### src/sv/btff_pkg.sv
// ----------------------------------------------------------------------------
// btff_pkg: shared types and constants of the boundary tag allocator
// Word formats, tag layout and the command/status bundles between the
// controller and the datapath.
// ----------------------------------------------------------------------------
package btff_pkg;

	localparam int POOL_BYTES = 1024;
	localparam int TAG_BYTES  = 4;
	localparam int TWO_TAGS   = 2 * TAG_BYTES;
	localparam int ADDR_W     = $clog2(POOL_BYTES);
	localparam int POS_W      = ADDR_W + 1;
	localparam int SIZE_W     = 10;
	localparam int REQ_W      = 11;

	localparam logic CMD_ALLOC = 1'b0;
	localparam logic CMD_FREE  = 1'b1;

	typedef struct packed {
		logic              command;
		logic [REQ_W-1:0]  request_size;
		logic [ADDR_W-1:0] block_offset;
	} in_word_t;

	typedef struct packed {
		logic              success;
		logic [ADDR_W-1:0] payload_offset;
	} out_word_t;

	typedef struct packed {
		logic              alloc;
		logic [SIZE_W-1:0] size;
	} tag_t;

	typedef struct packed {
		logic load;
		logic init_wr;
		logic rd_pos;
		logic rd_right;
		logic step;
		logic mark;
		logic right_take;
		logic put_split;
		logic put_alloc;
		logic put_free;
		logic wr_head;
		logic wr_foot;
		logic res_load;
		logic res_ok;
	} dp_cmd_t;

	typedef struct packed {
		logic free_cmd;
		logic off_low;
		logic pos_end;
		logic pos_past;
		logic at_target;
		logic tag_free;
		logic fit;
		logic split;
		logic right_in;
		logic out_busy;
	} dp_sts_t;

endpackage

### src/sv/btff_ctrl.sv
// ----------------------------------------------------------------------------
// btff_ctrl: allocator sequencer
// Runs the store setup, the first-fit walk, the free walk with neighbor
// merge and the chunk tag writes.
// ----------------------------------------------------------------------------
module btff_ctrl (
	input  logic              clk,
	input  logic              arst_n,
	input  logic              req_valid,
	output logic              req_stall,
	input  btff_pkg::dp_sts_t sts,
	output btff_pkg::dp_cmd_t cmd
);
	import btff_pkg::*;

	typedef enum logic [11:0] {
		S_INIT = 12'b000000000001,
		S_IDLE = 12'b000000000010,
		S_RD   = 12'b000000000100,
		S_EV   = 12'b000000001000,
		S_RR   = 12'b000000010000,
		S_ER   = 12'b000000100000,
		S_PF   = 12'b000001000000,
		S_W1H  = 12'b000010000000,
		S_W1F  = 12'b000100000000,
		S_W2H  = 12'b001000000000,
		S_W2F  = 12'b010000000000,
		S_FIN  = 12'b100000000000
	} state_t;

	state_t state_q, state_d;
	logic   ok_q, ok_d;

	always_comb begin
		state_d = state_q;
		ok_d    = ok_q;
		cmd     = '0;
		unique case (state_q)
			S_INIT: begin
				cmd.init_wr = 1'b1;
				state_d     = S_IDLE;
			end
			S_IDLE: begin
				if (req_valid) begin
					cmd.load = 1'b1;
					state_d  = S_RD;
				end
			end
			S_RD: begin
				if ((sts.free_cmd && (sts.off_low || sts.pos_past)) || sts.pos_end) begin
					ok_d    = 1'b0;
					state_d = S_FIN;
				end else begin
					cmd.rd_pos = 1'b1;
					state_d    = S_EV;
				end
			end
			S_EV: begin
				if (!sts.free_cmd) begin
					if (sts.fit && sts.split) begin
						cmd.put_split = 1'b1;
						state_d       = S_W1H;
					end else if (sts.fit) begin
						cmd.put_alloc = 1'b1;
						state_d       = S_W2H;
					end else begin
						cmd.step = 1'b1;
						state_d  = S_RD;
					end
				end else if (sts.at_target) begin
					if (sts.tag_free) begin
						ok_d    = 1'b0;
						state_d = S_FIN;
					end else begin
						cmd.mark = 1'b1;
						state_d  = S_RR;
					end
				end else begin
					cmd.step = 1'b1;
					state_d  = S_RD;
				end
			end
			S_RR: begin
				if (sts.right_in) begin
					cmd.rd_right = 1'b1;
					state_d      = S_ER;
				end else begin
					state_d = S_PF;
				end
			end
			S_ER: begin
				cmd.right_take = 1'b1;
				state_d        = S_PF;
			end
			S_PF: begin
				cmd.put_free = 1'b1;
				state_d      = S_W2H;
			end
			S_W1H: begin
				cmd.wr_head = 1'b1;
				state_d     = S_W1F;
			end
			S_W1F: begin
				cmd.wr_foot   = 1'b1;
				cmd.put_alloc = 1'b1;
				state_d       = S_W2H;
			end
			S_W2H: begin
				cmd.wr_head = 1'b1;
				state_d     = S_W2F;
			end
			S_W2F: begin
				cmd.wr_foot = 1'b1;
				ok_d        = 1'b1;
				state_d     = S_FIN;
			end
			S_FIN: begin
				if (!sts.out_busy) begin
					cmd.res_load = 1'b1;
					cmd.res_ok   = ok_q;
					state_d      = S_IDLE;
				end
			end
			default: begin
				state_d = S_INIT;
			end
		endcase
	end

	always_ff @(posedge clk or negedge arst_n) begin
		if (!arst_n) begin
			state_q <= S_INIT;
			ok_q    <= 1'b0;
		end else begin
			state_q <= state_d;
			ok_q    <= ok_d;
		end
	end

	assign req_stall = state_q != S_IDLE;

endmodule

### config.mk
export PLATFORM = sky130hd
export DESIGN_NAME = btff_ctrl
export DESIGN_NICKNAME = d
export VERILOG_FILES = /design/src/sv/btff_pkg.sv /design/src/sv/btff_ctrl.sv
export SDC_FILE = /design/constraint.sdc
export NUM_CORES = 1
export LEC_CHECK = 0
export ABC_AREA = 1
export ABC_CLOCK_PERIOD_IN_PS = 1400
export BUFFER_PORTS_ARGS = -buffer_cell sky130_fd_sc_hd__buf_2
export CAP_MARGIN = 10
export CORE_MARGIN = 3
export CORE_UTILIZATION = 44
export DETAILED_ROUTE_END_ITERATION = 8
export PLACE_DENSITY = 0.79
export SLEW_MARGIN = 20
export SYNTH_ARGS = -nofsm -noshare
export SYNTH_HDL_FRONTEND = slang
export SYNTH_SLANG_ARGS = --single-unit
### constraint.sdc
create_clock -name clk -period 1.4 [get_ports clk]
set_clock_uncertainty 0.2 [all_clocks]
set_input_delay 0.14 -clock clk [delete_from_list [all_inputs] [get_ports clk]]
set_output_delay 0.14 -clock clk [all_outputs]
set_load 0.01 [all_outputs]
==> results of run 1 <==
==> synthesized netlist by cell type <==
master,count
nor3b_1,1
nand2_2,6
nand2_1,28
nand3_1,3
nor2_4,1
nand4_1,6
and2_1,1
nor3_1,9
a21oi_1,1
o21ai_0,2
nor2_2,1
nor2_1,23
o21ai_1,2
nand2_4,2
inv_1,25
nor2_8,2
dfstp_2,1
o21a_1,1
nand3_2,1
dfrtp_1,12
==> through the flow <==
| stage | instance area [sq um] | std cells | setup TNS (ns) | utilization (%) |
|---|---|---|---|---|
| after floorplan | 947 | 128 | -0.0251 | - |
| after global placement | 1220 | 194 | -1.99 | 67.6 |
| after detailed placement | 1220 | 194 | -2.71 | 67.6 |
| after CTS | 1440 | 215 | -7.62 | 79.8 |
| after global routing | 1630 | 217 | -11.70 | 90.4 |
| final | 1630 | 217 | -10.46 | 90.4 |
==> power by group <==
group          switching [W]  internal [W]  leakage, nW  total (W)
logic               0.000687      0.000585        0.705    0.00127
registers          0.0000745      0.000449        0.173   0.000524
clock network       0.000155      0.000106       0.0177   0.000261
==> worst max-delay path: stages (launching register included) <==
cell     delay [ns]
dfrtp_1        0.45
nor2_4         0.19
nand4_1        0.20
nor2_2         0.19
inv_2          0.07
nor2_2         0.11
buf_2          0.13
==> repair_timing <==
| action | 4_1_cts | 5_1_grt |
|---|---|---|
| gates resized for setup | 16 | 49 |
| endpoints found under the hold margin | 17 | 0 |
| hold buffers | 4 | 0 |
| endpoints found under the setup margin | 24 | 28 |
| pin swaps | 12 | 20 |
| gates cloned | 0 | 0 |
| setup buffers | 13 | 4 |
==> cell families after synthesis <==
group,Yosys count,share of synthesized area [%]
AND/OR/NAND/NOR,84,48.7
buffers and inverters,25,10.6
flip-flops,13,37.0
AO/OA/AOI/OAI,6,3.68
==> final timing paths <==
check,endpoint,from,slack (ns)
max in group asynchronous,state_q[0],arst_n,0.63
min in group asynchronous,state_q[2],arst_n,0.08
worst max-delay path,cmd[10],state_q[2],-0.58
worst max register to register,state_q[1],state_q[9],-0.39
worst min register to register,ok_q,ok_q,0.38
worst min-delay path,state_q[7],sts[2],-0.0008
==> area by class of cell <==
cell class	instances	area [sq um]
Tap cell	25	31.3
Fill cell	78	173
Multi-Input combinational cell	90	694
Clock buffer	3	22.5
Inverter	25	93.8
Sequential cell	13	328
Timing Repair Buffer	60	454
Clock inverter	1	5.00
==> per-layer routing <==
metal  vias up  part of all wire, %  global-route usage, %
li1        521                    -                      -
met1       566                   40                   30.0
met2        84                   50                   50.9
met3        13                  6.8                   3.86
met4         0                  3.4                   17.0
met5         -                    0                      0
==> flip-flops by register name (all words and copies together), names as in the netlist <==
signal	count
state_q	12
ok_q	1
==> impl_metrics.yaml, run 1 <==
run_status:
  status: "finished, violations left"
  violations: "negative hold slack, negative setup slack"
floorplanning:
  floorplan.die_area_sq_mm: 0.00258
  core-area_sq_mm: 0.00180
  num_rows: 15
  ios: 28
  initial_utilization_pct: 49.0
  fp.dieW_microns: 50.8
  die_h_microns: 50.8
clock_network:
  root_buffer: "clkbuf_4"
  clk_pin_slew_worst_paths_ns: 0.10
  clock_sinks: 13
  htree_levels: 1
  cts_tree: "built"
  clock_path_buffers: 2
  cts_made_buffers: 3
  clock_latency_ns: 0.29
sta:
  post-route-period-util_pct: 141
  finalCriticalPeriod_ns: 1.98
  tightest_slew_ns: 0.336
  worst_slack_ns: -0.575
  hold_viol: 1
  timing.hold.ws_ns: -0.000804
  drv_slew: 0
  rsz0062_at_grt: "yes"
  fmax_mhz: 506
  finalSetupViolCount: 26
  slew_headroom_pct: 77.5
synthesis:
  avgSynthCellArea_sq_um: 6.90
  synthDistinctLibCells: 20
  synth_top_area_share_pct: 34.0
  synth_area_sq_um: 883
  syn_nets: 141
  syn_inst: 128
  yosys_register_bits: 13
  yosys_warnings: 0
  synthTopCellsByArea: "dfrtp_1 (34%), nand2_1 (12%), inv_1 (11%), nor2_1 (9.8%), nor3_1 (5.1%)"
  yosysSeqAreaShare_pct: 37.0
  synth_area_leader_cell: "dfrtp_1"
grt:
  grt_max_degree: 14
  antenna_found_initial: 0
  grt_first_pass_wirelength_mm: 5.27
  grt_pass1_vias: 1181
  grtUsageTotal_pct: 27.9
  grt_overflow_total: 0
final_layout:
  areaGrowthSynthToFinish_pct: 84.4
  drive_gt1_share_pct: 63.0
  layout.nets: 206
  antennaDiodeCount: 0
  final_cell_mix: "inv_1 (22), buf_2 (22), buf_4 (21)"
pwr:
  ir_drop_mv: 0.882
  cellPowerDensity_mw_per_mm2: 1260
  power_w: 0.00206
  p_leak_nw: 0.896
detailed_routing:
  viasPerCell: 5.46
  avgRoutedWirePerCell_microns: 17.5
  ant_nets: 0
  drtPass1Iterations: 4
  drt_iter0_drc: 64
  vias: 1184
  postRouteWirelength_mm: 3.79
  post-route-drc-count: 0
min_path:
  holdCritPathClass: "primary input to flop"
  min_path_cells: 3
setup_path:
  critPathKind: "flop to output port"
  worstPathRequired_ns: 1.06
  rr_worst_depth: 9
  start_kind: "flop"
  critPathCaptureType: "output port"
  critPathMaxFanout: 3
  arrival_ns: 1.64
flow_run:
  cap_violations: 0
placed_design:
  dp_slack_ns: -0.223
  gp_congestion: 0.894
  dp_hpwl_mm: 1.92
  io_buffers: 27
No activity file was read; power rests on OpenSTA's default activity.
==> inputs of run 2 (changes only) <==
Settings changed: ABC_AREA 1 to unset, CORE_UTILIZATION 44 to 45, PLACE_DENSITY 0.79 to 0.8.
==> impl_metrics.yaml, run 2 <==
setup_path:
  timing.rr.start: "state_q[9]"
  critPathKind: "flop to output port"
  arrival_ns: 2.04
  worst_r2r_endpoint: "state_q[9]"
  critPathCaptureType: "output port"
  rr_worst_depth: 8
  critPathMaxFanout: 4
  reg2reg_slack_ns: -0.84
  worstPathRequired_ns: 1.06
  start_kind: "flop"
synthesis:
  yosysSeqAreaShare_pct: 35.3
  syn_inst: 108
  yosys_register_bits: 13
  synthArstFlopShare_pct: 100
  avgSynthCellArea_sq_um: 8.57
  synth_ff_type: "dfrtp_1"
  synthTopCellsByArea: "dfrtp_1 (32%), nor4_4 (6.9%), nor2_1 (4.5%), nand2_1 (3.6%), nand2b_1 (3.4%)"
  yosys_warnings: 0
  synth_area_sq_um: 926
  syn_nets: 121
  synth_area_leader_cell: "dfrtp_1"
  synth_common_cells: "dfrtp_1 (12), nor2_1 (11), nand2_1 (9)"
  synth.most_common_cell: "dfrtp_1"
  synth_top_area_share_pct: 32.4
  synth-edff-count: 0
  synthDistinctLibCells: 33
run_status:
  status: "finished, violations left"
  violations: "negative setup slack"
final_layout:
  reg.largest.list: "state_q: 12 flops, ok_q: 1 flops"
  final_area_sq_mm: 0.00180
  areaGrowthSynthToFinish_pct: 94.1
  drive_gt1_share_pct: 64.2
  largest_reg_flops: 12
  final_common_cell: "buf_4"
  final_cell_mix: "buf_4 (40), buf_2 (25), dfrtp_1 (12)"
  final_cells: 212
  antennaDiodeCount: 0
  layout.nets: 201
  top_register: "state_q"
placed_design:
  place_inst: 180
  place_area_sq_mm: 0.00131
  io_buffers: 27
  gp_congestion: 0.864
  dp_hpwl_mm: 2.21
grt:
  grt_first_pass_wirelength_mm: 6.67
  grtUsageTotal_pct: 35.0
  antenna_found_initial: 0
  grt_pass1_vias: 1319
  grt_overflow_total: 0
  grt_max_degree: 14
floorplanning:
  initial_utilization_pct: 50.3
  die_h_microns: 51.4
  num_rows: 15
  ios: 28
  fp.dieW_microns: 51.4
  core-area_sq_mm: 0.00184
  floorplan.die_area_sq_mm: 0.00264
sta:
  post-route-period-util_pct: 170
  hold_viol: 0
  finalCriticalPeriod_ns: 2.38
  worst_slack_ns: -0.975
  drv_slew: 0
  tightest_slew_ns: 0.534
  slew_headroom_pct: 63.9
  fmax_mhz: 421
  rsz0062_at_grt: "yes"
  timing.hold.ws_ns: 0.0338
  finalSetupViolCount: 28
clock_network:
  clock_path_buffers: 2
  root_buffer: "clkbuf_4"
  cts_made_buffers: 3
  clock_latency_ns: 0.29
  cts_tree: "built"
  clk_pin_slew_worst_paths_ns: 0.09
  htree_levels: 1
  clock_sinks: 13
detailed_routing:
  drt_iter0_drc: 109
  avgRoutedWirePerCell_microns: 25.5
  drtPass1Iterations: 4
  viasPerCell: 6.72
  ant_nets: 0
  vias: 1425
  post-route-drc-count: 0
  postRouteWirelength_mm: 5.40
pwr:
  ir_drop_mv: 0.951
  power_frac_seq_pct: 22.1
  p_int_w: 0.00122
  power_frac_comb_pct: 66.0
  p_sw_w: 0.000990
  switching_share_pct: 44.7
  power_w: 0.00221
  p_leak_nw: 0.865
  cellPowerDensity_mw_per_mm2: 1230
  clockPowerShare_pct: 11.9
min_path:
  min_path_cells: 3
  whs_endpoint: "state_q[4]"
  hold_start: "sts[5]"
  holdCritPathClass: "primary input to flop"
flow_run:
  cap_violations: 0
-- run 2: cell type report --
| type | instances | area [sq um] |
|---|---|---|
| fill | 26 | 42.5 |
| tap | 25 | 31.3 |
| timing repair buffer | 81 | 598 |
| sequential | 13 | 327 |
| inverter | 4 | 15.0 |
| multi-input combinational | 85 | 800 |
| clock buffer | 4 | 26.3 |
-- run 2: logic make-up (layout without fill, tap and decap cells) --
family / count (synthesis) / count (layout) / synth area share (%)
xor+xnor: 5 / 5 / 4.73
compound gates: 13 / 13 / 9.06
flops: 13 / 13 / 35.3
buf+inv: 10 / 89 / 5.40
simple gates: 67 / 67 / 45.5
-- run 2: what timing repair did --
item                                    4_1_cts  5_1_grt
resized for setup                            33       19
hold endpoints to repair                     20        0
pin swaps                                    18       13
endpoints found under the setup margin       28       28
hold buffers                                  6        0
buffers inserted                             13       13
-- run 2: worst max-delay path by stage --
stage | startpoint | end | slack [ns] | cells past startpoint
CTS | state_q[11] | cmd[4] | -0.73 | 5
detailed placement | state_q[11] | cmd[5] | -0.49 | 5
floorplan | state_q[11] | cmd[5] | -0.44 | 5
global route | state_q[9] | cmd[4] | -0.95 | 6
global placement | state_q[11] | cmd[5] | -0.43 | 5
finish | state_q[7] | cmd[2] | -0.98 | 4
-- run 2: per-stage QoR --
stage | setup WS, ns | utilization, % | TNS [ns]
floorplan | -0.445 | - | -7.33
global placement | -0.434 | 71.0 | -8.16
detailed placement | -0.493 | 71.0 | -9.59
CTS | -0.734 | 89.2 | -13.67
global route | -0.954 | 97.7 | -19.71
finish | -0.975 | 97.7 | -19.54
-- run 2: power by group through the flow --
stage / Clock (W) / Sequential (W) / Combinational (W)
after floorplan: 0 / 0.000506 / 0.000463
after CTS: 0.000252 / 0.000477 / 0.00108
after detailed placement: 0 / 0.000484 / 0.000814
final: 0.000264 / 0.000488 / 0.00146
after global routing: 0.000277 / 0.000487 / 0.00149
after global placement: 0 / 0.000478 / 0.000780
-- run 2: worst max-delay path, cell delays in order (launching register included) --
cell and delay (ns):
dfrtp_1 0.45, nor4_4 0.46, nand2_1 0.24, nor4_2 0.38, buf_2 0.22
-- run 2: metal layers --
metal	vias to the layer above	share of wire [%]	GRT usage [%]
met1	619	32	38.0
met2	181	43	61.2
met4	0	12	23.1
met3	75	13	6.41
met5	-	0	0
li1	550	-	-
==> inputs of run 3 (changes only) <==
Settings changed: ABC_CLOCK_PERIOD_IN_PS 1400 to 2760, CORE_UTILIZATION 45 to 54, PLACE_DENSITY 0.8 to 0.89.
Clock period 1.4 ns to 2.76 ns, I/O delays scaled along.
==> impl_metrics.yaml, run 3 (synthesized netlist as in run 2, its figures left out) <==
detailed_routing:
  viasPerCell: 6.11
  postRouteWirelength_mm: 2.38
  drt_iter0_drc: 35
  ant_nets: 0
  vias: 935
  post-route-drc-count: 0
  avgRoutedWirePerCell_microns: 15.5
  drtPass1Iterations: 5
flow_run:
  cap_violations: 0
grt:
  grt_first_pass_wirelength_mm: 3.64
  grtUsageTotal_pct: 23.1
  antenna_found_initial: 0
  grt_max_degree: 14
  grt_overflow_total: 0
  grt_pass1_vias: 847
setup_path:
  path_cells: "nor4_4, nand2_2, or4_4, inv_1, buf_2"
  arrival_ns: 2.10
  cp_slowest_cell: "nor4_4"
  path_buf_inv: 2
  slowest_delay_ns: 0.55
  critPathMaxFanout: 9
  critPathCaptureType: "output port"
  worstPathRequired_ns: 2.28
  crit_family: "simple AND/OR/NAND/NOR gates"
  critPathKind: "flop to output port"
  start_kind: "flop"
sta:
  hold_viol: 0
  finalCriticalPeriod_ns: 2.58
  finalSetupViolCount: 0
  tns_ns: 0
  slew_headroom_pct: 65.7
  timing.hold.ws_ns: 0.0515
  fmax_mhz: 387
  post-route-period-util_pct: 93.5
  rsz0062_at_grt: "no"
  drv_slew: 0
  tightest_slew_ns: 0.511
pwr:
  p_leak_nw: 0.551
  p_int_w: 0.000403
  switching_share_pct: 41.2
  power_frac_seq_pct: 39.6
  clockPowerShare_pct: 18.4
  ir_drop_mv: 0.454
  power_w: 0.000686
  p_sw_w: 0.000282
  power_frac_comb_pct: 42.0
  cellPowerDensity_mw_per_mm2: 616
final_layout:
  top_register: "state_q"
  largest_reg_flops: 12
  drive_gt1_share_pct: 29.9
  areaGrowthSynthToFinish_pct: 20.3
  antennaDiodeCount: 0
  reg.largest.list: "state_q: 12 flops, ok_q: 1 flops"
  layout.nets: 151
  final_cell_mix: "buf_2 (27), dfrtp_1 (12), nor2_1 (11)"
  n_fill_cell: 114
  final_common_cell: "buf_2"
clock_network:
  root_buffer: "clkbuf_4"
  clock_latency_ns: 0.28
  htree_levels: 1
  clk_pin_slew_worst_paths_ns: 0.09
  clock_sinks: 13
  clock_path_buffers: 2
  cts_made_buffers: 3
  cts_tree: "built"
run_status:
  status: "finished clean"
floorplanning:
  die_h_microns: 47.4
  floorplan.die_area_sq_mm: 0.00225
  core-area_sq_mm: 0.00156
  ios: 28
  fp.dieW_microns: 47.4
  initial_utilization_pct: 59.4
  num_rows: 14
min_path:
  holdCritPathClass: "primary input to flop"
placed_design:
  dp_hpwl_mm: 1.71
  gp_congestion: 0.799
  io_buffers: 27
run 3: repair_timing:
item                                   CTS  global route
gates resized for setup                  0             1
endpoints found under the hold margin   14             0
buffers inserted                         0             2
setup endpoints to repair                0             2
hold buffers                             2             0
run 3: power groups by stage:
stage / clock network [W] / registers (W) / logic, W
after detailed placement: 0 / 0.000272 / 0.000272
after global placement: 0 / 0.000267 / 0.000266
after CTS: 0.000122 / 0.000269 / 0.000278
after floorplan: 0 / 0.000256 / 0.000209
final: 0.000126 / 0.000271 / 0.000288
after global routing: 0.000132 / 0.000275 / 0.000318
run 3: final timing paths:
path,startpoint,to,slack (ns),cells after the start
min in group asynchronous,arst_n,state_q[5],0.21,2
worst max-delay path,state_q[4],cmd[4],0.18,5
worst min register to register,ok_q,ok_q,0.38,1
worst max register to register,state_q[4],state_q[9],0.74,4
worst min-delay path,sts[1],state_q[5],0.05,3
max in group asynchronous,arst_n,state_q[0],1.87,2
run 3: layout make-up:
class                   count  area (sq um)  area share [%]
flip-flops and latches     13           327            29.3
inverters                   4          15.0            1.35
repair buffers             31           170            15.3
multi-input cells          85           556            49.9
well taps                  16          20.0            1.80
clock buffers               4          26.3            2.36
run 3: metrics by stage:
step | std cells | utilization (%) | worst slack (ns) | instance area [sq um]
after floorplan | 108 | - | 0.689 | 926
after global placement | 145 | 67.1 | 0.561 | 1050
after detailed placement | 145 | 67.1 | 0.521 | 1050
after CTS | 151 | 70.1 | 0.187 | 1090
after global routing | 153 | 71.4 | 0.0388 | 1110
final | 153 | 71.4 | 0.179 | 1110
run 3: routing by layer:
| layer | track usage (%) | wire [microns] | vias to the layer above |
|---|---|---|---|
| met3 | 5.36 | 201 | 10 |
| met2 | 38.2 | 1190 | 61 |
| li1 | - | - | 443 |
| met1 | 27.8 | 911 | 421 |
| met5 | 0 | 0 | - |
| met4 | 11.6 | 75 | 0 |
run 3: tightest hold or removal path: cells and delay by family:
family / cells / cell delay, ns
AND/OR/NAND/NOR: 2 / 0.12
buffers and inverters: 1 / 0.10
